### src/sv/dlq_pkg.sv
// dlq_pkg: shared constants, codes and types of the delta-list timer queue
// used by every module of the block

package dlq_pkg;

  localparam int TIMER_SLOTS = 16;
  localparam int KEY_BITS    = 16;
  localparam int KEY_W       = (KEY_BITS < 16) ? KEY_BITS : 16;
  localparam int IDX_W       = $clog2(TIMER_SLOTS + 1);
  localparam int SLOT_W      = $clog2(TIMER_SLOTS);
  localparam int CNT_W       = $clog2(TIMER_SLOTS + 1);
  localparam int Q_DEPTH     = 2;
  localparam int QPTR_W      = $clog2(Q_DEPTH);
  localparam int QCNT_W      = $clog2(Q_DEPTH + 1);

  localparam logic [IDX_W-1:0] NONE_IDX = IDX_W'(TIMER_SLOTS);

  localparam logic [1:0] ACT_TICK   = 2'd0;
  localparam logic [1:0] ACT_ADD    = 2'd1;
  localparam logic [1:0] ACT_CANCEL = 2'd2;

  localparam logic [1:0] KIND_STATUS = 2'd0;
  localparam logic [1:0] KIND_FIRED  = 2'd1;
  localparam logic [1:0] KIND_NONE   = 2'd2;

  typedef enum logic [1:0] {
    OP_TICK = 2'd0,
    OP_ADD  = 2'd1,
    OP_CAN  = 2'd2,
    OP_BAD  = 2'd3
  } op_t;

  typedef struct packed {
    op_t              op;
    logic [31:0]      ticks;
    logic [KEY_W-1:0] key;
    logic             key_zero;
  } item_t;

endpackage

### src/sv/dlq_front.sv
// dlq_front: accepts requests, classifies them and holds them in a short queue
// depends on dlq_pkg

module dlq_front import dlq_pkg::*; (
  input  logic        clk,
  input  logic        rst_n,
  input  logic        start,
  output logic        busy,
  input  logic [1:0]  in_action,
  input  logic [31:0] in_elapsed_ticks,
  input  logic [31:0] in_delay_ticks,
  input  logic [15:0] in_timer_key,
  output logic        q_valid,
  output item_t       q_item,
  input  logic        q_pop
);

  item_t             q_r [Q_DEPTH];
  logic [QPTR_W-1:0] wr_r, rd_r;
  logic [QCNT_W-1:0] cnt_r;
  item_t             cls;
  logic              push;

  always_comb begin
    cls.key      = in_timer_key[KEY_W-1:0];
    cls.key_zero = (in_timer_key[KEY_W-1:0] == '0);
    cls.ticks    = in_delay_ticks;
    case (in_action)
      ACT_TICK: begin
        cls.op    = OP_TICK;
        cls.ticks = in_elapsed_ticks;
      end
      ACT_ADD:    cls.op = OP_ADD;
      ACT_CANCEL: cls.op = OP_CAN;
      default:    cls.op = OP_BAD;
    endcase
  end

  assign busy    = (cnt_r == QCNT_W'(Q_DEPTH));
  assign push    = start && !busy;
  assign q_valid = (cnt_r != '0);
  assign q_item  = q_r[rd_r];

  always_ff @(posedge clk) begin
    if (!rst_n) begin
      wr_r  <= '0;
      rd_r  <= '0;
      cnt_r <= '0;
    end else begin
      if (push) begin
        q_r[wr_r] <= cls;
        wr_r      <= (wr_r == QPTR_W'(Q_DEPTH - 1)) ? '0 : wr_r + 1'b1;
      end
      if (q_pop && q_valid) begin
        rd_r <= (rd_r == QPTR_W'(Q_DEPTH - 1)) ? '0 : rd_r + 1'b1;
      end
      cnt_r <= cnt_r + QCNT_W'(push) - QCNT_W'(q_pop && q_valid);
    end
  end

endmodule

### src/sv/dlq_back.sv
// dlq_back: slot table, pending and free lists, list walks and result sequencing
// depends on dlq_pkg

module dlq_back import dlq_pkg::*; (
  input  logic        clk,
  input  logic        rst_n,
  input  logic        q_valid,
  input  item_t       q_item,
  output logic        q_pop,
  output logic        out_strobe,
  output logic [1:0]  out_kind,
  output logic        out_ok,
  output logic [15:0] out_fired_key,
  output logic        out_last,
  output logic [4:0]  out_active_count,
  output logic [7:0]  out_dropped_count
);

  typedef enum logic [5:0] {
    ST_IDLE = 6'b000001,
    ST_TDEC = 6'b000010,
    ST_TCHK = 6'b000100,
    ST_ADD  = 6'b001000,
    ST_CAN  = 6'b010000,
    ST_EMIT = 6'b100000
  } state_t;

  state_t           state_r;
  logic [IDX_W-1:0] nxt_r [TIMER_SLOTS];
  logic [31:0]      dly_r [TIMER_SLOTS];
  logic [KEY_W-1:0] key_r [TIMER_SLOTS];
  logic [KEY_W-1:0] buf_r [TIMER_SLOTS-1];
  logic [IDX_W-1:0] head_r, free_r, cur_r, prev_r, s_r;
  logic [CNT_W-1:0] cnt_r;
  logic [7:0]       drop_r;
  logic [31:0]      rem_r;
  logic [KEY_W-1:0] skey_r;
  logic [SLOT_W-1:0] n_r, e_r;
  logic [1:0]       res_kind_r;
  logic             res_ok_r;

  logic             out_valid_r, out_ok_r, out_last_r;
  logic [1:0]       out_kind_r;
  logic [KEY_W-1:0] out_key_r;
  logic [CNT_W-1:0] out_cnt_r;
  logic [7:0]       out_drop_r;

  logic [SLOT_W-1:0] hd_i, cur_i, prev_i, s_i, free_i, nx_i;
  logic              hd_ok, cur_ok, prev_ok, free_ok, nx_ok, emit_last;
  logic [31:0]       hd_dly, cur_dly;
  logic [IDX_W-1:0]  cur_nx;

  always_comb begin
    hd_i      = head_r[SLOT_W-1:0];
    cur_i     = cur_r[SLOT_W-1:0];
    prev_i    = prev_r[SLOT_W-1:0];
    s_i       = s_r[SLOT_W-1:0];
    free_i    = free_r[SLOT_W-1:0];
    hd_ok     = head_r < NONE_IDX;
    cur_ok    = cur_r < NONE_IDX;
    prev_ok   = prev_r < NONE_IDX;
    free_ok   = free_r < NONE_IDX;
    hd_dly    = dly_r[hd_i];
    cur_dly   = dly_r[cur_i];
    cur_nx    = nxt_r[cur_i];
    nx_i      = cur_nx[SLOT_W-1:0];
    nx_ok     = cur_nx < NONE_IDX;
    emit_last = (n_r == '0) || (e_r == n_r - 1'b1);
  end

  assign q_pop = (state_r == ST_IDLE);

  always_ff @(posedge clk) begin
    if (!rst_n) begin
      state_r     <= ST_IDLE;
      head_r      <= NONE_IDX;
      free_r      <= '0;
      cnt_r       <= '0;
      drop_r      <= '0;
      out_valid_r <= 1'b0;
      for (int i = 0; i < TIMER_SLOTS; i++) begin
        nxt_r[i] <= (i == TIMER_SLOTS - 1) ? NONE_IDX : IDX_W'(i + 1);
      end
    end else begin
      out_valid_r <= (state_r == ST_EMIT);
      case (state_r)
        ST_IDLE: begin
          n_r <= '0;
          e_r <= '0;
          res_kind_r <= (q_item.op == OP_TICK) ? KIND_NONE : KIND_STATUS;
          res_ok_r   <= (q_item.op == OP_TICK);
          cur_r      <= head_r;
          prev_r     <= NONE_IDX;
          rem_r      <= q_item.ticks;
          skey_r     <= q_item.key;
          if (q_valid) begin
            case (q_item.op)
              OP_TICK: state_r <= ST_TDEC;
              OP_ADD: begin
                if (q_item.key_zero || !free_ok) begin
                  state_r <= ST_EMIT;
                end else begin
                  s_r           <= free_r;
                  free_r        <= nxt_r[free_i];
                  key_r[free_i] <= q_item.key;
                  state_r       <= ST_ADD;
                end
              end
              OP_CAN: state_r <= q_item.key_zero ? ST_EMIT : ST_CAN;
              default: state_r <= ST_EMIT;
            endcase
          end
        end
        ST_TDEC: begin
          if (hd_ok) begin
            dly_r[hd_i] <= (hd_dly > rem_r) ? hd_dly - rem_r : '0;
            state_r     <= ST_TCHK;
          end else begin
            state_r <= ST_EMIT;
          end
        end
        ST_TCHK: begin
          if (hd_ok && hd_dly == '0) begin
            if (n_r < SLOT_W'(TIMER_SLOTS - 1)) begin
              buf_r[n_r] <= key_r[hd_i];
              n_r        <= n_r + 1'b1;
            end else begin
              drop_r <= drop_r + 8'd1;
            end
            head_r      <= nxt_r[hd_i];
            nxt_r[hd_i] <= free_r;
            free_r      <= head_r;
            cnt_r       <= cnt_r - 1'b1;
          end else begin
            state_r <= ST_EMIT;
          end
        end
        ST_ADD: begin
          if (cur_ok && cur_dly <= rem_r) begin
            rem_r  <= rem_r - cur_dly;
            prev_r <= cur_r;
            cur_r  <= cur_nx;
          end else begin
            dly_r[s_i] <= rem_r;
            if (cur_ok) dly_r[cur_i] <= cur_dly - rem_r;
            nxt_r[s_i] <= cur_r;
            if (prev_ok) nxt_r[prev_i] <= s_r;
            else head_r <= s_r;
            cnt_r    <= cnt_r + 1'b1;
            res_ok_r <= 1'b1;
            state_r  <= ST_EMIT;
          end
        end
        ST_CAN: begin
          if (!cur_ok) begin
            state_r <= ST_EMIT;
          end else if (key_r[cur_i] == skey_r) begin
            if (nx_ok) dly_r[nx_i] <= dly_r[nx_i] + cur_dly;
            if (prev_ok) nxt_r[prev_i] <= cur_nx;
            else head_r <= cur_nx;
            nxt_r[cur_i] <= free_r;
            free_r       <= cur_r;
            cnt_r        <= cnt_r - 1'b1;
            res_ok_r     <= 1'b1;
            state_r      <= ST_EMIT;
          end else begin
            prev_r <= cur_r;
            cur_r  <= cur_nx;
          end
        end
        ST_EMIT: begin
          out_kind_r  <= (n_r == '0) ? res_kind_r : KIND_FIRED;
          out_ok_r    <= (n_r == '0) ? res_ok_r : 1'b1;
          out_key_r   <= (n_r == '0) ? '0 : buf_r[e_r];
          out_last_r  <= emit_last;
          out_cnt_r   <= cnt_r;
          out_drop_r  <= drop_r;
          if (emit_last) state_r <= ST_IDLE;
          else e_r <= e_r + 1'b1;
        end
        default: state_r <= ST_IDLE;
      endcase
    end
  end

  assign out_strobe        = out_valid_r;
  assign out_kind          = out_kind_r;
  assign out_ok            = out_ok_r;
  assign out_fired_key     = 16'(out_key_r);
  assign out_last          = out_last_r;
  assign out_active_count  = 5'(out_cnt_r);
  assign out_dropped_count = out_drop_r;

endmodule

### src/sv/delta_list_oneshot_timer_queue.sv
// delta_list_oneshot_timer_queue: top level of the delta-list timer queue
// depends on dlq_pkg, dlq_front and dlq_back
//
// usage
// - a request is taken when start is high and busy is low; in_action picks
//   tick, add or cancel, with in_elapsed_ticks, in_delay_ticks, in_timer_key
// - a two-entry queue sits between the front and the list engine, so busy
//   rises only when two requests wait
// - each result shows for one cycle with out_strobe high; out_last marks the
//   final result of a request; the receiver cannot stall the block
// - add gives its status after walking w entries of the list (0..15)
// - cancel gives its status after checking w entries before the match (0..15)
// - tick gives its first result after taking off f expiries (0..16),
//   then one result a cycle
// - requests are worked one at a time
// - synchronous reset empties the list, frees all slots and clears counters;
//   the block takes requests in the first cycle after reset

module delta_list_oneshot_timer_queue import dlq_pkg::*; (
  input  logic        clk,
  input  logic        rst_n,
  input  logic        start,
  output logic        busy,
  input  logic [1:0]  in_action,
  input  logic [31:0] in_elapsed_ticks,
  input  logic [31:0] in_delay_ticks,
  input  logic [15:0] in_timer_key,
  output logic        out_strobe,
  output logic [1:0]  out_kind,
  output logic        out_ok,
  output logic [15:0] out_fired_key,
  output logic        out_last,
  output logic [4:0]  out_active_count,
  output logic [7:0]  out_dropped_count
);

  logic  q_valid, q_pop;
  item_t q_item;

  dlq_front u_front (
    .clk, .rst_n, .start, .busy,
    .in_action, .in_elapsed_ticks, .in_delay_ticks, .in_timer_key,
    .q_valid, .q_item, .q_pop
  );

  dlq_back u_back (
    .clk, .rst_n, .q_valid, .q_item, .q_pop,
    .out_strobe, .out_kind, .out_ok, .out_fired_key, .out_last,
    .out_active_count, .out_dropped_count
  );

endmodule

### config.mk
export PLATFORM = sky130hd
export DESIGN_NAME = delta_list_oneshot_timer_queue
export DESIGN_NICKNAME = d
export VERILOG_FILES = /design/src/sv/dlq_pkg.sv /design/src/sv/dlq_front.sv /design/src/sv/dlq_back.sv /design/src/sv/delta_list_oneshot_timer_queue.sv
export SDC_FILE = /design/constraint.sdc
export NUM_CORES = 2
export LEC_CHECK = 0
export BUFFER_PORTS_ARGS = -buffer_cell sky130_fd_sc_hd__buf_4
export CELL_PAD_IN_SITES_DETAIL_PLACEMENT = 1
export CELL_PAD_IN_SITES_GLOBAL_PLACEMENT = 2
export CORE_ASPECT_RATIO = 1.4
export CORE_MARGIN = 2
export CORE_UTILIZATION = 49
export CTS_CLUSTER_SIZE = 16
export DETAILED_ROUTE_END_ITERATION = 7
export HOLD_SLACK_MARGIN = 0.05
export PLACE_DENSITY_LB_ADDON = 0.25
export SLEW_MARGIN = 20
export SYNTH_ARGS = -nofsm -noshare
export SYNTH_HDL_FRONTEND = slang
export SYNTH_HIERARCHICAL = 1
export SYNTH_SLANG_ARGS = --single-unit
### constraint.sdc
create_clock -name clk -period 16.4 [get_ports clk]
set_input_delay 1.64 -clock clk [delete_from_list [all_inputs] [get_ports clk]]
set_output_delay 1.64 -clock clk [all_outputs]
set_load 0.005 [all_outputs]
Word-level counts from Yosys, hierarchy flattened. Memories as Yosys holds them, arrays and structs flattened. A register that Yosys moved wholly into a read port is not among the register bits. Index checks and enable logic that the tools add are counted.

Bits in registers: 125. RAM bits: 1190. Output and inout bits: 35. Word-level logic and storage cells: 265. Memories kept: 5.

Memory list: u_back.dly_r (depth 16, bits a word 32, read ports 3, clocked after Yosys merged registers in 2, write ports 2, line dlq_back.sv:30) `logic [31:0] dly_r [TIMER_SLOTS];`; u_back.key_r (depth 16, bits a word 16, read ports 2, clocked after Yosys merged registers in 2, write ports 1, line dlq_back.sv:31) `logic [KEY_W-1:0] key_r [TIMER_SLOTS];`; u_back.buf_r (depth 15, bits a word 16, read ports 1, clocked after Yosys merged registers in 1, write ports 1, line dlq_back.sv:32) `logic [KEY_W-1:0] buf_r [TIMER_SLOTS-1];`; u_front.q_r (depth 2, bits a word 51, read ports 1, clocked after Yosys merged registers in 1, write ports 1, line dlq_front.sv:18) `item_t q_r [Q_DEPTH];`; u_back.nxt_r (depth 16, bits a word 5, read ports 3, clocked after Yosys merged registers in 3, write ports 16, line dlq_back.sv:29) `logic [IDX_W-1:0] nxt_r [TIMER_SLOTS];`.

$add $sub $neg: 14. $lt $le $gt $ge: 8. Equality and inequality tests: 30. Muxes and demuxes: 140. Bitwise operators: 6. Reduce and logical (&&, ||, !) cells: 39.

Operators with widths (count): 32-bit two-way mux (5); 5-bit two-way mux (27); 32-bit subtractor (3); 4-bit two-way mux (20); 5-bit one-hot mux with 3 select lines (5); 1-bit two-way mux (66); 32-bit one-hot mux with 2 select lines (1); 32-bit OR reduction (2); 6-bit two-way mux (9); 6-bit one-hot mux with 6 select lines (1); 32-bit adder (1); 32-bit > comparator (1); 32-bit less-or-equal comparator (1); 32-bit logical NOT (1); 5-bit < comparator (second input constant) (5); 5-bit AND reduction (5); 5-bit OR reduction (4); 6-bit one-hot mux with 3 select lines (1); 16-bit == test (1); 16-bit logical NOT (1); 2-bit by 1-bit inequality test with 1-bit output (second input constant) (8); 4-bit one-hot mux with 2 select lines (2); 2-bit inequality test (second input constant) (7); 7-bit AND reduction (2); other kinds (35) (58).

Depth between registers and ports, before layout.
Depth after elaboration: 11. Gate-level depth with buffers: 30. Gate-level depth less buffers: 21.

Modules after synthesis. The synthesis kept the hierarchy.

Modules (own cells, without submodules): dlq_back (instances 1, cells an instance 6160, area an instance 74271.2 µm²); dlq_front (instances 1, cells an instance 228, area an instance 4421.7 µm²).

Least setup slack after synthesis. Ideal clock, no wire load.

Path kind: flip-flop to flip-flop. From: register (tool-made name). To: memory u_back.dly_r[12][0], enable pin. Data arrival time: 8.592 ns. Data required time: 15.934 ns. Path slack: 7.342 ns. Cell stages (with the launch flop): 26. Cells stage by stage: dfxtp_1 buf_4 buf_6 buf_4 buf_4 buf_6 buf_4 buf_1 buf_2 buf_1 mux4_2 mux4_2 ha_1 clkbuf_1 nand4_1 nor4_1 nand4_1 o221a_2 a2bb2oi_1 and3_1 clkbuf_1 or4_1 o21ai_0 nand2_1 a21o_1 o21ai_0.

RTL lines (line): end: declaration (dlq_back.sv:30).

==> run metrics <==
total negative setup slack 0 ps; Chip Width 343 um; post-synth top area share 49.5%; grt ovf 0; Vias 59900; non-filler cells, final 8543; Fill cells 16000; initial DRC count 6523; leading area contributor after synthesis edfxtp_1; GRT Overall Usage 38.7%; clock root buffer clkbuf_16; Core Util, Final 54.3%; die height 478 um; H-tree levels 4; LEAKAGE 30.2 nW; CTS tree built; slew at the pin closest to its max-slew limit 1230 ps; post-route cell area 86800 um2; top cells by area, synth edfxtp_1 49%, mux4_2 16%, nand2_1 4.2%; Clock Sinks 1343; startpoint types flip-flop; Placer Congestion 0.948; row count 174; period utilization 63.7%; HP Start u_back/drop_r[6]; Post-CTS Resized 0; Hold Buf Count CTS 0; Core ar. 160000 um2; Detailed Routing Iterations Pass 1 6; fraction of registers with async set or reset after synthesis 0%; commonest non-fill, non-tap cell in the layout edfxtp_1; post-route ant nets 0; placed cell count 8284; worst hold path class flip-flop to flip-flop; number of synthesized register bits 1343; final hold viol count 0; Max Slew Vio Count 0; Post-synth EDFFs 1296; Syn Nets 6615; Worst Path Required 16900 ps; Buffers on Ports 119; Synth cell types 92; maxcap violations 0; clk slew on worst S/H paths 60 ps; Via-to-Cell Ratio 7.01; Clock Tree Buf Depth 3; postcts setup bufs 0; worst skew pair latency 850 ps; Die Area 164000 um2; slew margin rel. 18.1%; vias in the first global route 62900; crit-path max FO 55; status finished clean; CTS Buf Count 139; pwr dens 225 nW/um2; Crit Path Class flip-flop to flip-flop; CP Capture Type flip-flop; CP arrival 10940 ps; initial antenna violation count 5; effective utilization at floorplan 49.2%; number of remaining DRC errors 0; Netlist Area Pre-Place 78700 um2; yosys warns 6; placed cell area 82000 um2; final wirelength 316000 um; fraction of layout cells with a size suffix above 1 20.5%; Mean Syn Cell Area 12.3 um2; wire per inst 37.0 um; first-pass GRT wire length 452000 um; most frequent cells in the layout 1296 x edfxtp_1, 876 x nand2_1, 543 x mux4_2; Final Critical Period 10440 ps; final setup violation count 0; Area Overhead vs Synth 10.4%; fin nets 6540; fmax 95.8 MHz; RSZ-0062 raised after global routing false; Synth Instances 6388; Top FF cell, synth edfxtp_1; Seq/Total Area, Yosys 50.7%; hpwl dp 210000 um; Tot Pwr 19.5 mW; pin count of the biggest net entering global routing 117; Clock Skews 68.4 ps; VDD IR max 213 uV; IO Pins 120
==> state kept, by name, indices dropped and copies added (netlist names), 4 cells and up, named ones only <==
register / count
u_back/buf_r: 240
u_back/cnt_r: 5
u_back/cur_r: 5
u_back/dly_r: 512
u_back/drop_r: 8
u_back/e_r: 4
u_back/free_r: 5
u_back/head_r: 5
u_back/key_r: 256
u_back/n_r: 4
u_back/nxt_r: 80
u_back/out_active_count: 5
u_back/out_dropped_count: 8
u_back/out_fired_key: 16
u_back/prev_r: 5
u_back/rem_r: 32
u_back/s_r: 5
u_back/skey_r: 16
u_back/state_r: 6
u_front/q_r: 102
==> cell usage after synthesis (10+ instances only) <==
| cell type | number |
|---|---|
| edfxtp_1 | 1296 |
| nand2_1 | 886 |
| mux4_2 | 544 |
| a21oi_1 | 456 |
| nor2_1 | 433 |
| clkbuf_1 | 329 |
| o21ai_0 | 267 |
| mux2i_1 | 244 |
| and3_1 | 157 |
| ha_1 | 137 |
| inv_1 | 108 |
| xnor2_1 | 101 |
| a22oi_1 | 90 |
| a21o_1 | 87 |
| nand3_1 | 87 |
| mux2_2 | 85 |
| a31oi_1 | 79 |
| xor2_1 | 78 |
| a311oi_1 | 67 |
| nor3_1 | 65 |
| a211oi_1 | 62 |
| buf_1 | 62 |
| buf_2 | 62 |
| dfxtp_1 | 47 |
| and2_1 | 42 |
| nor2b_1 | 38 |
| nand4_1 | 31 |
| nand2b_1 | 27 |
| o22ai_1 | 27 |
| buf_4 | 26 |
| or3_1 | 26 |
| nor4_1 | 24 |
| o21ai_1 | 24 |
| buf_6 | 23 |
| a221oi_1 | 19 |
| o21bai_1 | 19 |
| o2bb2ai_1 | 18 |
| a221o_1 | 13 |
| o21a_1 | 12 |
| mux2_4 | 10 |
| nand3b_1 | 10 |
| o211ai_1 | 10 |
==> cell type report <==
type	instances	area, um2	area share, %
sequential	1343	39900	45.9
multi-input combinational	4428	36800	42.4
clock buffer	161	3560	4.10
tap	2112	2640	3.04
timing repair buffer	288	2250	2.59
clock inverter	92	1220	1.41
inverter	113	427	0.491
antenna	6	15.0	0.0173
==> cell families after synthesis <==
| logic type | after synthesis | synth area share, % |
|---|---|---|
| buffers and inverters | 617 | 3.41 |
| xor gates and xnor gates | 179 | 1.99 |
| DFF | 1343 | 50.7 |
| AOI/OAI and AO/OA | 1350 | 10.9 |
| and+or+nand+nor | 1868 | 10.5 |
| muxes | 889 | 20.2 |
| adders and majority gates | 142 | 2.31 |
==> stage by stage <==
stage | setup slack [ps] | hold slack (ps)
after detailed placement | 6230 | 465
after global routing | 5510 | 501
after global placement | 5980 | 474
after CTS | 6190 | 487
after floorplan | 7340 | 406
final | 5960 | 486
==> path summary, 6_finish.rpt <==
path / to / slack (ps) / cells past startpoint
setup / recovery: u_back/dly_r[14][28] / 5960 / 25
hold / removal: u_back/out_dropped_count[6] / 490 / 0
setup reg to reg: u_back/dly_r[14][28] / 5960 / 25
hold reg to reg: u_back/out_dropped_count[6] / 490 / 0
==> worst max-delay path: stages, from the launching register on <==
cell and delay (ps):
dfxtp_4 480, buf_4 720, buf_4 840, mux2i_1 360, mux2i_4 150, inv_4 430
buf_4 670, buf_4 550, and3_1 230, a31oi_1 50, a211oi_1 380, a21oi_1 90
ha_1 480, fa_1 550, a21o_1 190, a21oi_1 290, o21ai_0 140, a221oi_1 700
o311ai_0 520, buf_4 300, a311oi_1 500, o21bai_1 130, a21oi_1 190, xnor2_1 90
o21ai_2 580, o21ai_0 230
==> power by group <==
| group | switching (mW) | internal [mW] |
|---|---|---|
| sequential | 0.182 | 4.25 |
| combinational | 7.97 | 3.72 |
| clock | 1.49 | 1.89 |
| total | 9.64 | 9.87 |
==> metal layers <==
| metal | track usage, % | up-vias | wire length [um] |
|---|---|---|---|
| met3 | 6.94 | 1285 | 25200 |
| met5 | 0 | - | 11 |
| met2 | 63.3 | 3458 | 153000 |
| li1 | - | 24500 | - |
| met1 | 42.9 | 30600 | 104000 |
| met4 | 34.8 | 2 | 34100 |
(Power assumes the default switching activity.)
